**src/hw/rtl/snf_pkg.sv**
```systemverilog
// Package: shared widths, command codes, register indexes and types of the serial NOR flash.
`timescale 1ns / 1ps
package snf_pkg;

	localparam int MODE_W  = 3;
	localparam int ADDR_W  = 16;
	localparam int LEN_W   = 9;
	localparam int DATA_W  = 8;
	localparam int VALUE_W = 32;
	localparam int CAP_W   = 17;
	localparam int PDATA_W = 32;
	localparam int PADDR_W = 3;

	localparam int MEM_BYTES_DEF    = 65536;
	localparam int PAGE_BYTES_DEF   = 256;
	localparam int MAX_READ_RUN_DEF = 64;

	localparam logic [MODE_W-1:0] MODE_READ   = 3'd0;
	localparam logic [MODE_W-1:0] MODE_WREN   = 3'd1;
	localparam logic [MODE_W-1:0] MODE_ERASE  = 3'd2;
	localparam logic [MODE_W-1:0] MODE_PROG   = 3'd3;
	localparam logic [MODE_W-1:0] MODE_STATUS = 3'd4;
	localparam logic [MODE_W-1:0] MODE_ID     = 3'd5;

	localparam logic REG_DEVICE_ID = 1'b0;
	localparam logic REG_CAPACITY  = 1'b1;

	localparam logic [CAP_W-1:0]   CAP_RESET       = 17'd65536;
	localparam logic [DATA_W-1:0]  ERASED_BYTE     = 8'hFF;
	localparam logic [DATA_W-1:0]  CLEARED_BYTE    = 8'h00;
	localparam logic [VALUE_W-1:0] STATUS_WEL_MASK = 32'h0000_0002;

	typedef struct packed {
		logic [VALUE_W-1:0] device_id;
		logic [CAP_W-1:0]   capacity;
	} cfg_t;

	typedef enum logic [3:0] {
		ST_CLEAR = 4'b0001,
		ST_IDLE  = 4'b0010,
		ST_READ  = 4'b0100,
		ST_ERASE = 4'b1000
	} state_t;

endpackage

```
**src/hw/rtl/snf_stream_if.sv**
```systemverilog
// Interfaces: command and response channels with valid/ready handshake.
`timescale 1ns / 1ps
interface snf_cmd_if;
	import snf_pkg::*;

	logic              valid;
	logic              ready;
	logic [MODE_W-1:0] mode;
	logic [ADDR_W-1:0] address;
	logic [LEN_W-1:0]  length;
	logic [DATA_W-1:0] data_byte;

	modport source (output valid, output mode, output address, output length,
		output data_byte, input ready);
	modport sink (input valid, input mode, input address, input length,
		input data_byte, output ready);
	modport monitor (input valid, input ready, input mode, input address, input length,
		input data_byte);
endinterface

interface snf_rsp_if;
	import snf_pkg::*;

	logic               valid;
	logic               ready;
	logic               ok;
	logic [VALUE_W-1:0] value;
	logic               last;

	modport source (output valid, output ok, output value, output last, input ready);
	modport sink (input valid, input ok, input value, input last, output ready);
	modport monitor (input valid, input ready, input ok, input value, input last);
endinterface

```
**src/hw/rtl/snf_ctrl.sv**
```systemverilog
// Command sequencer: checks, read runs, page erase walk, program writes, clearing pass.
`timescale 1ns / 1ps
module snf_ctrl #(
	parameter int MEM_BYTES    = snf_pkg::MEM_BYTES_DEF,
	parameter int PAGE_BYTES   = snf_pkg::PAGE_BYTES_DEF,
	parameter int MAX_READ_RUN = snf_pkg::MAX_READ_RUN_DEF
) (
	input  logic                         clk,
	input  logic                         arst_n,
	input  snf_pkg::cfg_t                cfg,
	snf_cmd_if.sink                      cmd,
	snf_rsp_if.source                    rsp,
	output logic                         mem_we,
	output logic [$clog2(MEM_BYTES)-1:0] mem_waddr,
	output logic [snf_pkg::DATA_W-1:0]   mem_wdata,
	output logic                         mem_re,
	output logic [$clog2(MEM_BYTES)-1:0] mem_raddr,
	input  logic [snf_pkg::DATA_W-1:0]   mem_rdata
);
	import snf_pkg::*;

	localparam int AW = $clog2(MEM_BYTES);
	localparam int XW = (AW + 1 > 18) ? AW + 1 : 18;
	localparam int PW = $clog2(PAGE_BYTES);
	localparam int RW = $clog2(MAX_READ_RUN + 1);

	state_t             st_q, st_d;
	logic               wel_q, wel_d;
	logic [LEN_W-1:0]   po_q, po_d;
	logic [AW-1:0]      clr_q, clr_d;
	logic [XW-1:0]      ea_q, ea_d;
	logic [XW-1:0]      ee_q, ee_d;
	logic [AW-1:0]      rd_ptr_q, rd_ptr_d;
	logic [RW-1:0]      rd_len_q, rd_len_d;
	logic [RW-1:0]      iss_q, iss_d;
	logic [RW-1:0]      mv_q, mv_d;
	logic               pend_q, pend_d;
	logic               out_v_q;
	logic               rsp_ok_q;
	logic [VALUE_W-1:0] rsp_val_q;
	logic               rsp_last_q;

	logic               out_free, acc;
	logic               ld, ld_ok, ld_last;
	logic [VALUE_W-1:0] ld_val;
	logic [XW-1:0]      cap_x, addr_x, len_x, end_x;
	logic [XW-1:0]      pg_base, pg_end_raw, pg_end, pr_addr;
	logic               rd_ok, er_ok, pr_ok, pr_fin;
	logic               move, issue, rd_last;

	// effective capacity, clamped to the store size
	assign cap_x  = (XW'(cfg.capacity) > XW'(MEM_BYTES)) ? XW'(MEM_BYTES) : XW'(cfg.capacity);
	assign addr_x = XW'(cmd.address);
	assign len_x  = XW'(cmd.length);
	assign end_x  = addr_x + len_x;

	assign rd_ok = (cmd.length != '0) && (len_x <= XW'(MAX_READ_RUN)) && (end_x <= cap_x);
	assign er_ok = addr_x < cap_x;
	assign pr_ok = (cmd.length != '0) && (len_x <= XW'(PAGE_BYTES)) && (end_x <= cap_x)
		&& wel_q && (po_q < cmd.length);
	assign pr_fin  = (po_q + LEN_W'(1)) == cmd.length;
	assign pr_addr = addr_x + XW'(po_q);

	assign pg_base    = {addr_x[XW-1:PW], PW'(0)};
	assign pg_end_raw = pg_base + XW'(PAGE_BYTES);
	assign pg_end     = (pg_end_raw > cap_x) ? cap_x : pg_end_raw;

	assign out_free  = !out_v_q || rsp.ready;
	assign cmd.ready = (st_q == ST_IDLE) && out_free;
	assign acc       = cmd.valid && cmd.ready;

	// read run: the RAM output holds a byte until the output register takes it
	assign move    = (st_q == ST_READ) && pend_q && out_free;
	assign issue   = (st_q == ST_READ) && (iss_q != rd_len_q) && (!pend_q || move);
	assign rd_last = (mv_q + RW'(1)) == rd_len_q;

	assign mem_re    = issue;
	assign mem_raddr = rd_ptr_q;

	always_comb begin
		st_d      = st_q;
		wel_d     = wel_q;
		po_d      = po_q;
		clr_d     = clr_q;
		ea_d      = ea_q;
		ee_d      = ee_q;
		rd_ptr_d  = rd_ptr_q;
		rd_len_d  = rd_len_q;
		iss_d     = iss_q;
		mv_d      = mv_q;
		pend_d    = pend_q;
		ld        = 1'b0;
		ld_ok     = 1'b0;
		ld_val    = '0;
		ld_last   = 1'b1;
		mem_we    = 1'b0;
		mem_waddr = clr_q;
		mem_wdata = CLEARED_BYTE;

		unique case (st_q)
			ST_CLEAR: begin
				mem_we = 1'b1;
				clr_d  = clr_q + AW'(1);
				if (clr_q == AW'(MEM_BYTES - 1)) begin
					st_d = ST_IDLE;
				end
			end
			ST_IDLE: begin
				if (acc) begin
					if (cmd.mode != MODE_PROG) begin
						po_d = '0;
					end
					unique case (cmd.mode)
						MODE_READ: begin
							if (rd_ok) begin
								st_d     = ST_READ;
								rd_ptr_d = addr_x[AW-1:0];
								rd_len_d = cmd.length[RW-1:0];
								iss_d    = '0;
								mv_d     = '0;
								pend_d   = 1'b0;
							end else begin
								ld = 1'b1;
							end
						end
						MODE_WREN: begin
							wel_d = 1'b1;
							ld    = 1'b1;
							ld_ok = 1'b1;
						end
						MODE_ERASE: begin
							ld    = 1'b1;
							ld_ok = er_ok;
							if (er_ok) begin
								wel_d = 1'b0;
								ea_d  = pg_base;
								ee_d  = pg_end;
								st_d  = ST_ERASE;
							end
						end
						MODE_PROG: begin
							ld = 1'b1;
							if (pr_ok) begin
								mem_we    = 1'b1;
								mem_waddr = pr_addr[AW-1:0];
								mem_wdata = cmd.data_byte;
								ld_ok     = 1'b1;
								ld_last   = pr_fin;
								if (pr_fin) begin
									wel_d = 1'b0;
									po_d  = '0;
								end else begin
									po_d = po_q + LEN_W'(1);
								end
							end else begin
								po_d = '0;
							end
						end
						MODE_STATUS: begin
							ld     = 1'b1;
							ld_ok  = 1'b1;
							ld_val = wel_q ? STATUS_WEL_MASK : '0;
						end
						MODE_ID: begin
							ld     = 1'b1;
							ld_ok  = 1'b1;
							ld_val = cfg.device_id;
						end
						default: begin
							ld = 1'b1;
						end
					endcase
				end
			end
			ST_READ: begin
				if (move) begin
					ld      = 1'b1;
					ld_ok   = 1'b1;
					ld_val  = VALUE_W'(mem_rdata);
					ld_last = rd_last;
					mv_d    = mv_q + RW'(1);
					if (rd_last) begin
						st_d = ST_IDLE;
					end
				end
				if (issue) begin
					iss_d    = iss_q + RW'(1);
					rd_ptr_d = rd_ptr_q + AW'(1);
					pend_d   = 1'b1;
				end else if (move) begin
					pend_d = 1'b0;
				end
			end
			ST_ERASE: begin
				mem_we    = 1'b1;
				mem_waddr = ea_q[AW-1:0];
				mem_wdata = ERASED_BYTE;
				ea_d      = ea_q + XW'(1);
				if (ea_q + XW'(1) == ee_q) begin
					st_d = ST_IDLE;
				end
			end
			default: begin
				st_d = ST_IDLE;
			end
		endcase
	end

	always_ff @(posedge clk or negedge arst_n) begin
		if (!arst_n) begin
			st_q     <= ST_CLEAR;
			wel_q    <= 1'b0;
			po_q     <= '0;
			clr_q    <= '0;
			ea_q     <= '0;
			ee_q     <= '0;
			rd_ptr_q <= '0;
			rd_len_q <= '0;
			iss_q    <= '0;
			mv_q     <= '0;
			pend_q   <= 1'b0;
			out_v_q  <= 1'b0;
		end else begin
			st_q     <= st_d;
			wel_q    <= wel_d;
			po_q     <= po_d;
			clr_q    <= clr_d;
			ea_q     <= ea_d;
			ee_q     <= ee_d;
			rd_ptr_q <= rd_ptr_d;
			rd_len_q <= rd_len_d;
			iss_q    <= iss_d;
			mv_q     <= mv_d;
			pend_q   <= pend_d;
			if (ld) begin
				out_v_q <= 1'b1;
			end else if (rsp.ready) begin
				out_v_q <= 1'b0;
			end
		end
	end

	always_ff @(posedge clk) begin
		if (ld) begin
			rsp_ok_q   <= ld_ok;
			rsp_val_q  <= ld_val;
			rsp_last_q <= ld_last;
		end
	end

	assign rsp.valid = out_v_q;
	assign rsp.ok    = rsp_ok_q;
	assign rsp.value = rsp_val_q;
	assign rsp.last  = rsp_last_q;
endmodule

```
**src/flat_wrapper.sv**
```systemverilog
// flat-port wrapper written by rule: the top's interface ports become plain ports
module snf_ctrl_flat import snf_pkg::*;
#(
	parameter int MEM_BYTES    = snf_pkg::MEM_BYTES_DEF,
	parameter int PAGE_BYTES   = snf_pkg::PAGE_BYTES_DEF,
	parameter int MAX_READ_RUN = snf_pkg::MAX_READ_RUN_DEF
)
  (clk, arst_n, cfg, mem_we, mem_waddr, mem_wdata, mem_re, mem_raddr, mem_rdata, cmd_valid, cmd_mode, cmd_address, cmd_length, cmd_data_byte, cmd_ready, rsp_valid, rsp_ok, rsp_value, rsp_last, rsp_ready);
  snf_cmd_if cmd_i ();
  snf_rsp_if rsp_i ();
  input  logic clk;
  input  logic arst_n;
  input  snf_pkg::cfg_t cfg;
  output logic mem_we;
  output logic [$clog2(MEM_BYTES)-1:0] mem_waddr;
  output logic [snf_pkg::DATA_W-1:0] mem_wdata;
  output logic mem_re;
  output logic [$clog2(MEM_BYTES)-1:0] mem_raddr;
  input  logic [snf_pkg::DATA_W-1:0] mem_rdata;
  input wire logic [$bits(cmd_i.valid)-1:0] cmd_valid;
  input wire logic [$bits(cmd_i.mode)-1:0] cmd_mode;
  input wire logic [$bits(cmd_i.address)-1:0] cmd_address;
  input wire logic [$bits(cmd_i.length)-1:0] cmd_length;
  input wire logic [$bits(cmd_i.data_byte)-1:0] cmd_data_byte;
  output wire logic [$bits(cmd_i.ready)-1:0] cmd_ready;
  output wire logic [$bits(rsp_i.valid)-1:0] rsp_valid;
  output wire logic [$bits(rsp_i.ok)-1:0] rsp_ok;
  output wire logic [$bits(rsp_i.value)-1:0] rsp_value;
  output wire logic [$bits(rsp_i.last)-1:0] rsp_last;
  input wire logic [$bits(rsp_i.ready)-1:0] rsp_ready;
  assign cmd_i.valid = cmd_valid;
  assign cmd_i.mode = cmd_mode;
  assign cmd_i.address = cmd_address;
  assign cmd_i.length = cmd_length;
  assign cmd_i.data_byte = cmd_data_byte;
  assign cmd_ready = cmd_i.ready;
  assign rsp_valid = rsp_i.valid;
  assign rsp_ok = rsp_i.ok;
  assign rsp_value = rsp_i.value;
  assign rsp_last = rsp_i.last;
  assign rsp_i.ready = rsp_ready;
  snf_ctrl #(.MEM_BYTES(MEM_BYTES), .PAGE_BYTES(PAGE_BYTES), .MAX_READ_RUN(MAX_READ_RUN)) u_core (.clk(clk), .arst_n(arst_n), .cfg(cfg), .cmd(cmd_i), .rsp(rsp_i), .mem_we(mem_we), .mem_waddr(mem_waddr), .mem_wdata(mem_wdata), .mem_re(mem_re), .mem_raddr(mem_raddr), .mem_rdata(mem_rdata));
endmodule
```
**config.mk**
```make
export PLATFORM = sky130hd
export DESIGN_NAME = snf_ctrl_flat
export DESIGN_NICKNAME = d
export VERILOG_FILES = /design/src/hw/rtl/snf_pkg.sv /design/src/hw/rtl/snf_stream_if.sv /design/src/hw/rtl/snf_ctrl.sv /design/src/flat_wrapper.sv
export SDC_FILE = /design/constraint.sdc
export NUM_CORES = 1
export LEC_CHECK = 0
export ABC_AREA = 1
export ABC_CLOCK_PERIOD_IN_PS = 5300
export BUFFER_PORTS_ARGS = -buffer_cell sky130_fd_sc_hd__buf_2
export CORE_MARGIN = 2
export CORE_UTILIZATION = 30
export DETAILED_ROUTE_END_ITERATION = 7
export HOLD_SLACK_MARGIN = 0.08
export PLACE_DENSITY_LB_ADDON = 0.2
export REMOVE_ABC_BUFFERS = 1
export SLEW_MARGIN = 40
export SYNTH_ARGS = -nofsm -noshare
export SYNTH_HDL_FRONTEND = slang
export SYNTH_SLANG_ARGS = --single-unit
```
**constraint.sdc**
```tcl
create_clock -name clk -period 5.3 [get_ports clk]
set_input_delay 0 -clock clk [delete_from_list [all_inputs] [get_ports clk]]
set_output_delay 0 -clock clk [all_outputs]
set_load 0.01 [all_outputs]
```
==> results.ini <==
[run_status]
status=completed

[yosys]
synth-seq-cells=138
yosys.area.top_type_share_pct=23.8
yosysWarnings=0
async_flop_share_pct=75.4
avgSynthCellArea_um2=7.06
synth_edf_count=34
synth.most_common_cell=nand2_1
ys_seq_area_share_pct=33.5
synthCells=1530
synth.area.top_cells=dfrtp_1, nand2_1, edfxtp_1, ha_1, inv_1
synth.largest_area_cell=dfrtp_1
netlist_area_um2=10800
ys_top_cells_by_count=nand2_1, inv_1, nor2_1
synthFlopType=dfrtp_1
ys_types=57

[placement]
place_hpwl_um=28200
place_area_um2=12200
pre_cts_slack_ns=1.30
place.gp.congestion=0.922
io_buffer_count=174

[final_layout]
seqCellArea_um2=3620
final_cell_area_um2=13600
fillers=3703
fin_util_pct=38.4
drive_gt1_share_pct=13.8
diodes=0
syn_to_final_growth_pct=26.2
multiInputGateArea_um2=6320
final_nets=1951

[die]
core-area_um2=35500
initial_utilization_pct=30.5
row_count=69
die_area_um2=37600
pin_count=175
die_w_um=194
chipHeight_um=194

[drt]
drc=0
drt_iter0_markers=635
avgRoutedWirePerCell_um=16.1
num_vias=10900
drt_first_pass_iters=5
vias_per_cell=4.83
postRouteAntennaNets=0
wl_um=36300

[power]
power.total_uw=2910
ir_worst_vdd_mv=0.236
powerDensity_nw_per_um2=214
power.leakage_uw=0.00678

[clock_tree]
path_clk_slew_ns=0.07
cts.sinks=138
clock_path_buffers=2
post_cts_resize_count=0
cts_buffers=17
cts_tree=done
cts-root-buf=clkbuf_16
h-tree-depth=4
insertion_delay_ns=0.44

[timing]
maxSlewHeadroom_pct=47.7
drv_slew=0
finalSetupTns_ns=0
tightestPinTransition_ns=0.784
final_hold_viol_count=0
min_period_ns=4.42
max_freq_ghz=0.226
rsz0062_at_grt=false
finalWorstSetupSlack_ns=0.883
final.setup_skew_ns=0.0110
fin_crit_sh_pct=83.3
setup_viol=0

[critical_path]
critPathSlowestCell=dlygate4sd3_1
cp_data_arrival_time_ns=4.42
worstSetupEndpointType=output pin
crit_path_cell_trace=dlygate4sd3_1 -> buf_2 -> ha_1 -> fa_1 -> nand3_1 -> o2111ai_1 -> and2_1 -> xor2_1 -> inv_1 -> ha_1 -> nand2_1 -> nor3_1 -> nand4_1 -> nand2_1 -> nand3_2 -> nor3_4 -> buf_6 -> nand2_1 -> nand3_1 -> nand3_1 -> buf_2
crit_required_ns=5.30
cp-start-kind=input port
critPathMaxStageDelay_ns=0.53
crit_type=in -> out
critPathMaxFanout=13

[global_route]
antenna_found_initial=0
grt_max_degree=70
grt_usage_pct=19.6
grt_pass1_wl_um=58500
grt_overflow=0
grt_pass1_vias=10700

[flow_run]
drv_cap=0

[worst_hold_path]
min_path_type=in -> async

==> timing repair <==
item | CTS | global route
hold buffers | 78 | 0
endpoints found under the hold margin | 104 | 0
buffers inserted | 0 | 0
endpoints found under the setup margin | 0 | 0
==> logic make-up after synthesis <==
family	share of synthesized area [%]
multiplexers	0.0926
adder cells (fa/ha/maj)	9.17
XOR/XNOR	7.10
AND/OR/NAND/NOR	31.7
buffers and inverters	8.15
AO/OA/AOI/OAI	10.3
flip-flops	33.5
==> cells in the final DEF (no fill, tap or decap), types with 4 or more instances in the layout <==
cell / netlist / final
or2_2: 5 / 5
xnor2_1: 19 / 19
bufinv_16: 0 / 4
nand3_1: 117 / 117
a21o_1: 4 / 4
dfrtp_1: 103 / 103
nor4_1: 4 / 4
nand2_1: 447 / 447
clkbuf_16: 0 / 19
o211ai_1: 10 / 10
o31ai_1: 6 / 6
inv_2: 4 / 4
o21ai_0: 55 / 55
nand4_1: 20 / 20
xor2_1: 66 / 66
dlygate4sd3_1: 0 / 78
nor3_1: 25 / 25
a21oi_1: 67 / 67
inv_1: 182 / 182
nand2_2: 7 / 7
o22ai_1: 17 / 17
edfxtp_1: 34 / 34
nand3b_1: 10 / 10
buf_4: 6 / 11
buf_2: 7 / 173
nor2_1: 157 / 157
o21ai_1: 20 / 20
ha_1: 76 / 76
==> cell type report <==
class / count / area share, %
Multi-Input combinational cell: 1168 / 46.3
Sequential cell: 138 / 26.6
Timing Repair Buffer: 264 / 12.8
Inverter: 187 / 5.15
Tap cell: 461 / 4.23
Clock buffer: 21 / 3.60
Clock inverter: 11 / 1.31
==> final timing paths <==
| kind | from | end | slack (ns) | cells past startpoint |
|---|---|---|---|---|
| max | cmd_length[0] | mem_waddr[8] | 0.88 | 21 |
| min | arst_n | u_core.iss_q[2] | 0.10 | 2 |
| max reg2reg | u_core.st_q[1] | u_core.mem_raddr[6] | 1.73 | 10 |
| min reg2reg | u_core.pend_q | u_core.pend_q | 0.47 | 2 |
| max in group asynchronous | arst_n | u_core.ee_q[16] | 4.16 | 3 |
| min in group clk | cmd_mode[0] | u_core.wel_q | 0.11 | 7 |
==> through the flow <==
| step | cells | hold slack (ns) |
|---|---|---|
| finish | 2250 | 0.102 |
| global route | 2250 | 0.159 |
| CTS | 2250 | 0.0838 |
| detailed placement | 2140 | 0.0203 |
| global placement | 2139 | 0.0163 |
| floorplan | 1493 | -0.296 |
==> state kept, by name, summed over array words and instances, names as in the netlist, 4 cells and up <==
name,flops
u_core.rd_len_q,7
u_core.ea_q,18
u_core.clr_q,16
u_core.po_q,9
u_core.rsp.value,32
u_core.mv_q,7
u_core.ee_q,17
u_core.iss_q,7
u_core.mem_raddr,16
u_core.st_q,4
==> critical path: cells and delay by family <==
family / cells / cell delay (ns)
and+or+nand+nor: 11 / 1.95
buffers and inverters: 5 / 1.13
adders and majority gates: 3 / 0.97
AOI/OAI and AO/OA: 1 / 0.19
xor gates and xnor gates: 1 / 0.15
==> per-layer routing <==
metal	GRT usage (%)	share of wire [%]	vias up
met5	0	0	-
met4	6.62	2.6	0
met3	2.85	4.7	45
met2	34.0	47	315
met1	25.0	45	5014
li1	-	-	5485
==> where the power goes <==
| part | switching, uW | total (uW) | internal (uW) |
|---|---|---|---|
| registers | 7.23 | 1100 | 1090 |
| clock network | 513 | 1370 | 860 |
| logic | 267 | 444 | 177 |
| total | 787 | 2910 | 2130 |
Note: power is estimated with default switching activity, not from simulation.
